==> src/design/tp_pkg.sv <==
package tp_pkg;

   localparam logic [1:0] TP_KIND_CAPTURE = 2'd0;
   localparam logic [1:0] TP_KIND_TICK    = 2'd1;
   localparam logic [1:0] TP_KIND_READ    = 2'd2;

   localparam logic [7:0]  TP_OVF_STOP   = 8'd128;
   localparam logic [7:0]  TP_OVF_LIMIT  = 8'd127;
   localparam logic [23:0] TP_MIN_PERIOD = 24'd7325;
   localparam logic [15:0] TP_RAMP_NUM   = 16'd7325;
   localparam logic [28:0] TP_QRPM_NUM   = 29'd480000000;
   localparam logic [15:0] TP_TOO_FAST   = 16'hFFFF;
   localparam logic [15:0] TP_STALLED    = 16'd0;

   localparam int unsigned TP_QUOT_BITS = 16;

   typedef struct packed {
      logic [7:0]  ovf;
      logic [7:0]  period_high;
      logic [15:0] period_low;
   } tp_meas_type;

   typedef struct packed {
      logic [23:0] rem_init;
      logic [15:0] dividend;
      logic [23:0] divisor;
   } tp_div_load_type;

   typedef enum logic [1:0] {
      TP_IDLE,
      TP_DIV,
      TP_SEND
   } tp_fsm_type;

endpackage

==> src/design/tp_period.sv <==
module tp_period import tp_pkg::*; (
   input  logic        clock,
   input  logic        reset,
   input  logic        capture,
   input  logic        tick,
   input  logic [15:0] timer_snap,
   output tp_meas_type meas
);

   logic [7:0]  ovf_ff, ovf_in;
   logic [15:0] last_ff, last_in;
   logic [7:0]  high_ff, high_in;
   logic [15:0] low_ff, low_in;
   logic [8:0]  ovf_next;

   assign ovf_next = {1'b0, ovf_ff} + 9'd1;

   always_comb begin
      ovf_in  = ovf_ff;
      last_in = last_ff;
      high_in = high_ff;
      low_in  = low_ff;
      if (capture) begin
         low_in  = timer_snap - last_ff;
         // borrow from the overflow count when the timer wrapped
         high_in = (timer_snap < last_ff) ? ovf_ff - 8'd1 : ovf_ff;
         ovf_in  = 8'd0;
         last_in = timer_snap;
      end else if (tick) begin
         ovf_in = (ovf_next > {1'b0, TP_OVF_LIMIT}) ? TP_OVF_STOP : ovf_next[7:0];
      end
   end

   always_ff @(posedge clock) begin
      if (reset) begin
         ovf_ff  <= TP_OVF_STOP;
         last_ff <= 16'd0;
         high_ff <= 8'd0;
         low_ff  <= 16'd0;
      end else begin
         ovf_ff  <= ovf_in;
         last_ff <= last_in;
         high_ff <= high_in;
         low_ff  <= low_in;
      end
   end

   assign meas.ovf         = ovf_ff;
   assign meas.period_high = high_ff;
   assign meas.period_low  = low_ff;

endmodule

==> src/design/tp_div.sv <==
module tp_div import tp_pkg::*; (
   input  logic            clock,
   input  logic            reset,
   input  logic            start,
   input  tp_div_load_type load,
   output logic            done,
   output logic [15:0]     quotient
);

   logic        run_ff, run_in;
   logic        done_ff, done_in;
   logic [3:0]  cnt_ff, cnt_in;
   logic [23:0] rem_ff, rem_in;
   logic [15:0] dq_ff, dq_in;
   logic [23:0] div_ff, div_in;
   logic [24:0] shifted;
   logic [25:0] diff;
   logic        fits;

   // one quotient bit per cycle, shifted in where the dividend bits leave
   assign shifted = {rem_ff, dq_ff[15]};
   assign diff    = {1'b0, shifted} - {2'b00, div_ff};
   assign fits    = ~diff[25];

   always_comb begin
      run_in  = run_ff;
      done_in = 1'b0;
      cnt_in  = cnt_ff;
      rem_in  = rem_ff;
      dq_in   = dq_ff;
      div_in  = div_ff;
      if (start) begin
         run_in = 1'b1;
         cnt_in = 4'(TP_QUOT_BITS - 1);
         rem_in = load.rem_init;
         dq_in  = load.dividend;
         div_in = load.divisor;
      end else if (run_ff) begin
         rem_in = fits ? diff[23:0] : shifted[23:0];
         dq_in  = {dq_ff[14:0], fits};
         cnt_in = cnt_ff - 4'd1;
         if (cnt_ff == 4'd0) begin
            run_in  = 1'b0;
            done_in = 1'b1;
         end
      end
   end

   always_ff @(posedge clock) begin
      if (reset) begin
         run_ff  <= 1'b0;
         done_ff <= 1'b0;
      end else begin
         run_ff  <= run_in;
         done_ff <= done_in;
      end
      cnt_ff <= cnt_in;
      rem_ff <= rem_in;
      dq_ff  <= dq_in;
      div_ff <= div_in;
   end

   assign done     = done_ff;
   assign quotient = dq_ff;

endmodule

==> src/design/tach_period_rpm.sv <==
// Tachometer period to speed. Each req_ transfer is one event: a capture edge
// with the timer count, a timer overflow tick, or a speed read; kind 3 is
// ignored. Captures, ticks and kind 3 give no result and leave req_tready high, so
// they can follow back to back. A read gives one rsp_ transfer with speed in
// quarter RPM: stalled and too-fast reads go from idle to the send state, all
// others run a restoring divider that makes one quotient bit per cycle for a
// 16-bit quotient and then go to the send state; from the send state the result
// enters the output register once it is free. req_tready stays low from the read
// until then, and longer while the previous result still waits downstream. The next request
// is taken from the edge after the result has moved to the output register, even
// if it has not yet been taken downstream.
module tach_period_rpm import tp_pkg::*; (
   input  logic        clock,
   input  logic        reset,
   input  logic        req_tvalid,
   output logic        req_tready,
   input  logic [15:0] req_tdata,  // [15:0] timer_snap
   input  logic [1:0]  req_tuser,  // [1:0] kind
   output logic        rsp_tvalid,
   input  logic        rsp_tready,
   output logic [15:0] rsp_tdata   // [15:0] quarter_rpm
);

   tp_fsm_type      state_ff, state_in;
   logic [15:0]     res_ff, res_in;
   logic            rsp_valid_ff, rsp_valid_in;
   logic [15:0]     rsp_data_ff, rsp_data_in;
   logic            req_xfer;
   logic            capture, tick, read;
   logic            div_start, div_done;
   logic [15:0]     div_quot;
   tp_div_load_type div_load;
   tp_meas_type     meas;
   logic            stalled, slowing, too_fast;

   assign req_tready = (state_ff == TP_IDLE);
   assign req_xfer   = req_tvalid & req_tready;
   assign capture    = req_xfer & (req_tuser == TP_KIND_CAPTURE);
   assign tick       = req_xfer & (req_tuser == TP_KIND_TICK);
   assign read       = req_xfer & (req_tuser == TP_KIND_READ);

   tp_period u_period (
      .clock      (clock),
      .reset      (reset),
      .capture    (capture),
      .tick       (tick),
      .timer_snap (req_tdata),
      .meas       (meas)
   );

   assign stalled  = (meas.ovf > TP_OVF_LIMIT);
   assign slowing  = (meas.ovf > meas.period_high);
   assign too_fast = ({meas.period_high, meas.period_low} < TP_MIN_PERIOD);

   always_comb begin
      if (slowing) begin
         div_load.rem_init = 24'd0;
         div_load.dividend = TP_RAMP_NUM;
         div_load.divisor  = {16'd0, meas.ovf};
      end else begin
         // top bits of the numerator are below any period that reaches here
         div_load.rem_init = {11'd0, TP_QRPM_NUM[28:16]};
         div_load.dividend = TP_QRPM_NUM[15:0];
         div_load.divisor  = {meas.period_high, meas.period_low};
      end
   end

   tp_div u_div (
      .clock    (clock),
      .reset    (reset),
      .start    (div_start),
      .load     (div_load),
      .done     (div_done),
      .quotient (div_quot)
   );

   always_comb begin
      state_in     = state_ff;
      res_in       = res_ff;
      rsp_valid_in = rsp_valid_ff & ~rsp_tready;
      rsp_data_in  = rsp_data_ff;
      div_start    = 1'b0;
      case (state_ff)
         TP_IDLE: begin
            if (read) begin
               if (stalled) begin
                  res_in   = TP_STALLED;
                  state_in = TP_SEND;
               end else if (!slowing && too_fast) begin
                  res_in   = TP_TOO_FAST;
                  state_in = TP_SEND;
               end else begin
                  div_start = 1'b1;
                  state_in  = TP_DIV;
               end
            end
         end
         TP_DIV: begin
            if (div_done) begin
               res_in   = div_quot;
               state_in = TP_SEND;
            end
         end
         TP_SEND: begin
            if (!rsp_valid_ff || rsp_tready) begin
               rsp_valid_in = 1'b1;
               rsp_data_in  = res_ff;
               state_in     = TP_IDLE;
            end
         end
         default: begin
            state_in = TP_IDLE;
         end
      endcase
   end

   always_ff @(posedge clock) begin
      if (reset) begin
         state_ff     <= TP_IDLE;
         rsp_valid_ff <= 1'b0;
      end else begin
         state_ff     <= state_in;
         rsp_valid_ff <= rsp_valid_in;
      end
      res_ff      <= res_in;
      rsp_data_ff <= rsp_data_in;
   end

   assign rsp_tvalid = rsp_valid_ff;
   assign rsp_tdata  = rsp_data_ff;

   a_read_leaves_idle: assert property (@(posedge clock) disable iff (reset)
      read |=> (state_ff != TP_IDLE))
      else $error("read transfer did not start a result");

   a_rsp_from_send: assert property (@(posedge clock) disable iff (reset)
      $rose(rsp_valid_ff) |-> $past(state_ff == TP_SEND))
      else $error("result appeared without a send step");

   a_div_done_in_div: assert property (@(posedge clock) disable iff (reset)
      div_done |-> (state_ff == TP_DIV))
      else $error("divider finished outside of a division");

   a_ovf_bound: assert property (@(posedge clock) disable iff (reset)
      meas.ovf <= TP_OVF_STOP)
      else $error("overflow count beyond its limit");

endmodule
==> config.mk <==
export PLATFORM = sky130hd
export DESIGN_NAME = tach_period_rpm
export DESIGN_NICKNAME = d
export VERILOG_FILES = /design/src/design/tp_pkg.sv /design/src/design/tp_period.sv /design/src/design/tp_div.sv /design/src/design/tach_period_rpm.sv
export SDC_FILE = /design/constraint.sdc
export NUM_CORES = 1
export LEC_CHECK = 0
export BUFFER_PORTS_ARGS = -buffer_cell sky130_fd_sc_hd__buf_2
export CORE_MARGIN = 2
export CORE_UTILIZATION = 30
export CTS_BUF_LIST = sky130_fd_sc_hd__clkbuf_4
export DETAILED_ROUTE_END_ITERATION = 7
export GPL_TIMING_DRIVEN = 0
export MAX_ROUTING_LAYER = met4
export REMOVE_ABC_BUFFERS = 1
export SYNTH_ARGS = -nofsm -noshare
export SYNTH_HDL_FRONTEND = slang
export SYNTH_SLANG_ARGS = --single-unit
==> constraint.sdc <==
create_clock -name clock -period 3.2 [get_ports clock]
set_input_delay 0.48 -clock clock [delete_from_list [all_inputs] [get_ports clock]]
set_output_delay 0.48 -clock clock [all_outputs]
set_load 0.05 [all_outputs]
==> flow_summary.json <==
{
  "first_pass_iters": 6,
  "power_frac_comb_pct": 12.4,
  "tritoncts": "built",
  "reg2reg_to": "u_div.rem_ff[7]",
  "path_class": "reg -> reg",
  "syn_area_um2": 8420,
  "post-route-period-util_pct": 94.0,
  "seq_area_um2": 4030,
  "start_kind": "register",
  "critPathRequiredTime_ns": 3.54,
  "synth-main-ff-cell": "edfxtp_1",
  "cp.arrival_ns": 3.35,
  "reg2reg_from": "u_period.ovf_ff[2]",
  "end_kind": "register",
  "port_buffers": 39,
  "clock_path_buffers": 2,
  "power.leakage_uw": 0.00357,
  "overflow": 0,
  "pin_count": 40,
  "path_cells": "ha_1, a21oi_1, o22ai_1, o21bai_1, a22oi_2, o21ba_1, nand3_4, inv_16, and2_2, a311oi_1",
  "worst_pin_slew_ns": 1.23,
  "r2r_slack_ns": 0.19,
  "die_h_um": 172,
  "synth_warnings": 0,
  "die_x_um": 172,
  "viasPerCell": 4.78,
  "topRoutingLayerUsed": "met4",
  "clock_latency_ns": 0.56,
  "clkTransAtPathRegs_ns": 0.14,
  "hp-class": "in -> reg",
  "critical_path.top_delay_family": "compound AO/OA/AOI/OAI gates",
  "wl_per_cell_um": 13.5,
  "syn2layout_area_growth_pct": 11.8,
  "synth-edff-count": 96,
  "grt_pass1_vias": 5947,
  "fp.dieArea_um2": 29400,
  "timing.final.crit_period_ns": 3.01,
  "num_rows": 61,
  "ys_seq_elements": 153,
  "drtIter0Drc": 368,
  "synthArstFlopShare_pct": 0,
  "coreArea_um2": 27700,
  "wl_met3_um": 505,
  "clock-sinks": 153,
  "report.final.slew_viol_count": 0,
  "power_switching_uw": 1080,
  "dr_wl_met2_mm": 8.11,
  "place_congestion": 0.856,
  "seq_area_frac_synth_pct": 47.8,
  "avgSynthCellArea_um2": 9.57,
  "crit_end": "u_div.rem_ff[7]",
  "multi_input_area_um2": 4050,
  "slowest_stage": "dfxtp_1",
  "dpl.hpwl_mm": 12.2,
  "grt_max_degree": 52,
  "swShare_pct": 26.0,
  "grt_pass1_wl_mm": 29.6,
  "vias": 6176,
  "rsz0062_at_grt": "no",
  "outcome": "finished, final reports clean",
  "path_max_fanout": 47,
  "skew_ns": 0.0245,
  "antenna_found_initial": 0,
  "drc_errors": 0,
  "finalSetupViolations": 0,
  "report.power.total_uw": 4170,
  "vdd_drop_max_mv": 0.207,
  "nFillCells": 2858,
  "synth_cell_types": 68,
  "postSynthCellCount": 880,
  "drt_wl_total_mm": 17.4,
  "start_util_pct": 30.4,
  "dp_slack_ns": -1.96,
  "antenna_cells": 0,
  "max_clock_freq_mhz": 332,
  "clkPwrFrac_pct": 34.6,
  "cts_buffers": 17,
  "setup_ws_ns": 0.191,
  "relSlewSlack_pct": 17.7,
  "htreeDepth": 4,
  "cap_violations": 0,
  "fin_nets": 977,
  "clock-root-buffer": "clkbuf_4",
  "grtUsageTotal_pct": 12.9,
  "ant_nets": 0,
  "internal_power_uw": 3090,
  "r2r_cells": 10,
  "crit_start": "u_period.ovf_ff[2]",
  "post_route_cells_drive_above_1_share_pct": 11.5,
  "cp_num_cells": 10,
  "critical_path_buf_inv_count": 1,
  "wl_met1_mm": 8.51,
  "p_per_area_nw_per_um2": 443,
  "slowest_delay_ns": 0.59,
  "pwr-share-seq_pct": 53.0,
  "final_hold_viol_count": 0
}
-- layout by cell type (no fill, tap or decap), types with 9 or more instances in the layout --
cell	n
inv_1	62
o21ai_0	19
ha_1	52
mux2i_1	13
a211oi_1	13
and3_1	9
xor2_1	13
nand2b_1	12
nand3_1	31
xnor2_1	25
nand2_1	107
nor2_1	71
mux2_2	9
a21oi_1	73
buf_2	39
and2_1	11
dfxtp_1	54
edfxtp_1	96
nand4_1	9
nor3_1	19
a21o_1	19
clkbuf_4	18
nor2b_1	16
-- how the worst min path moves through the flow --
stage             startpoint                    to  slack, ns  cells past startpoint
6_report        req_tdata[0]   u_period.last_ff[0]       0.16                      3
5_1_grt        req_tdata[11]  u_period.last_ff[11]        0.1                      3
4_1_cts        req_tdata[12]  u_period.last_ff[12]       0.09                      3
3_5_place_dp       res_ff[8]          rsp_tdata[8]       0.41                      0
3_3_place_gp       res_ff[9]          rsp_tdata[9]       0.41                      0
2_1_floorplan      res_ff[0]          rsp_tdata[0]       0.40                      0
-- metal layers --
metal	vias up	GRT usage, %
li1	3185	-
met1	2859	16.6
met2	106	20.6
met3	26	2.83
met4	0	3.43
met5	-	-
-- worst register-to-register path, cell delays in order, from the launching register on --
cell	delay [ns]
dfxtp_1	0.59
ha_1	0.33
a21oi_1	0.13
o22ai_1	0.08
o21bai_1	0.24
a22oi_2	0.17
o21ba_1	0.31
nand3_4	0.19
inv_16	0.10
and2_2	0.33
a311oi_1	0.33
-- power groups by stage --
| stage | Sequential, µW | Clock [µW] | Combinational [µW] |
|---|---|---|---|
| floorplan | 2260 | 0 | 360 |
| global placement | 2250 | 0 | 488 |
| detailed placement | 2260 | 0 | 504 |
| CTS | 2210 | 1490 | 522 |
| global route | 2220 | 1570 | 585 |
| finish | 2210 | 1440 | 517 |
-- flip-flops by register name, indices dropped and copies added, names as in the netlist --
signal,flops
u_period.last_ff,16
u_period.low_ff,16
u_div.div_ff,24
u_period.high_ff,8
u_div.run_ff,1
rsp_tvalid,1
u_div.rem_ff,24
u_div.done,1
u_div.cnt_ff,4
u_period.ovf_ff,8
u_div.quotient,16
state_ff,2
rsp_tdata,16
res_ff,16
-- layout make-up --
type / instances / area share, %
clock buffers: 18 / 1.43
clock inverters: 14 / 2.35
inverters: 64 / 2.72
multi-input cells: 622 / 43.0
flip-flops and latches: 153 / 42.7
well taps: 378 / 5.02
repair buffers: 43 / 2.74
-- kinds of logic after synthesis --
logic type	after synthesis	synth area share (%)
AND/OR/NAND/NOR	317	17.8
AO/OA/AOI/OAI	189	14.7
flip-flops	153	47.8
buffers and inverters	107	4.92
XOR/XNOR	38	3.95
multiplexers	22	2.75
adder cells (fa/ha/maj)	54	8.20
-- cell usage after synthesis (4+ instances only) --
cell type / instances / area (µm²)
nand2_1: 108 / 405
and3_1: 9 / 56.3
nand3_1: 31 / 155
a21boi_0: 4 / 30.0
ha_1: 52 / 651
buf_2: 7 / 35.0
o21ai_0: 19 / 95.1
mux2_2: 9 / 101
xnor2_1: 25 / 219
dfxtp_1: 57 / 1140
a21oi_1: 74 / 370
nand2b_1: 14 / 87.6
and2_1: 12 / 75.1
a21o_1: 19 / 143
nand4_1: 9 / 56.3
a311o_1: 4 / 40.0
a221oi_1: 5 / 43.8
nand3b_1: 5 / 37.5
o22ai_1: 6 / 37.5
nor2b_1: 16 / 100
a31oi_1: 4 / 25.0
inv_1: 62 / 233
xor2_1: 13 / 114
nor2_1: 73 / 274
nor4_1: 6 / 37.5
mux2i_1: 13 / 130
a211oi_1: 13 / 97.6
nor3_1: 19 / 95.1
a311oi_1: 6 / 52.6
o211ai_1: 4 / 30.0
clkbuf_1: 34 / 128
edfxtp_1: 96 / 2880
-- through the flow --
stage / util (%) / hold slack, ns / instance area (µm²) / std cells / TNS (ns)
detailed placement: 32.4 / 0.407 / 8980 / 1256 / -135.27
floorplan: - / 0.400 / 8250 / 837 / -44.68
CTS: 34.0 / 0.0939 / 9410 / 1292 / 0
finish: 34.0 / 0.155 / 9420 / 1292 / 0
global route: 34.0 / 0.0964 / 9420 / 1292 / 0
global placement: 32.2 / 0.406 / 8920 / 1254 / -181.61
-- what timing repair did --
item                       in CTS  in global routing
setup endpoints to repair     128                 28
pin swaps                       2                  1
gates cloned                    2                  0
hold buffers                    0                  0
resized for setup              12                  5
setup buffers                   2                  0
(Power assumes the default switching activity.)
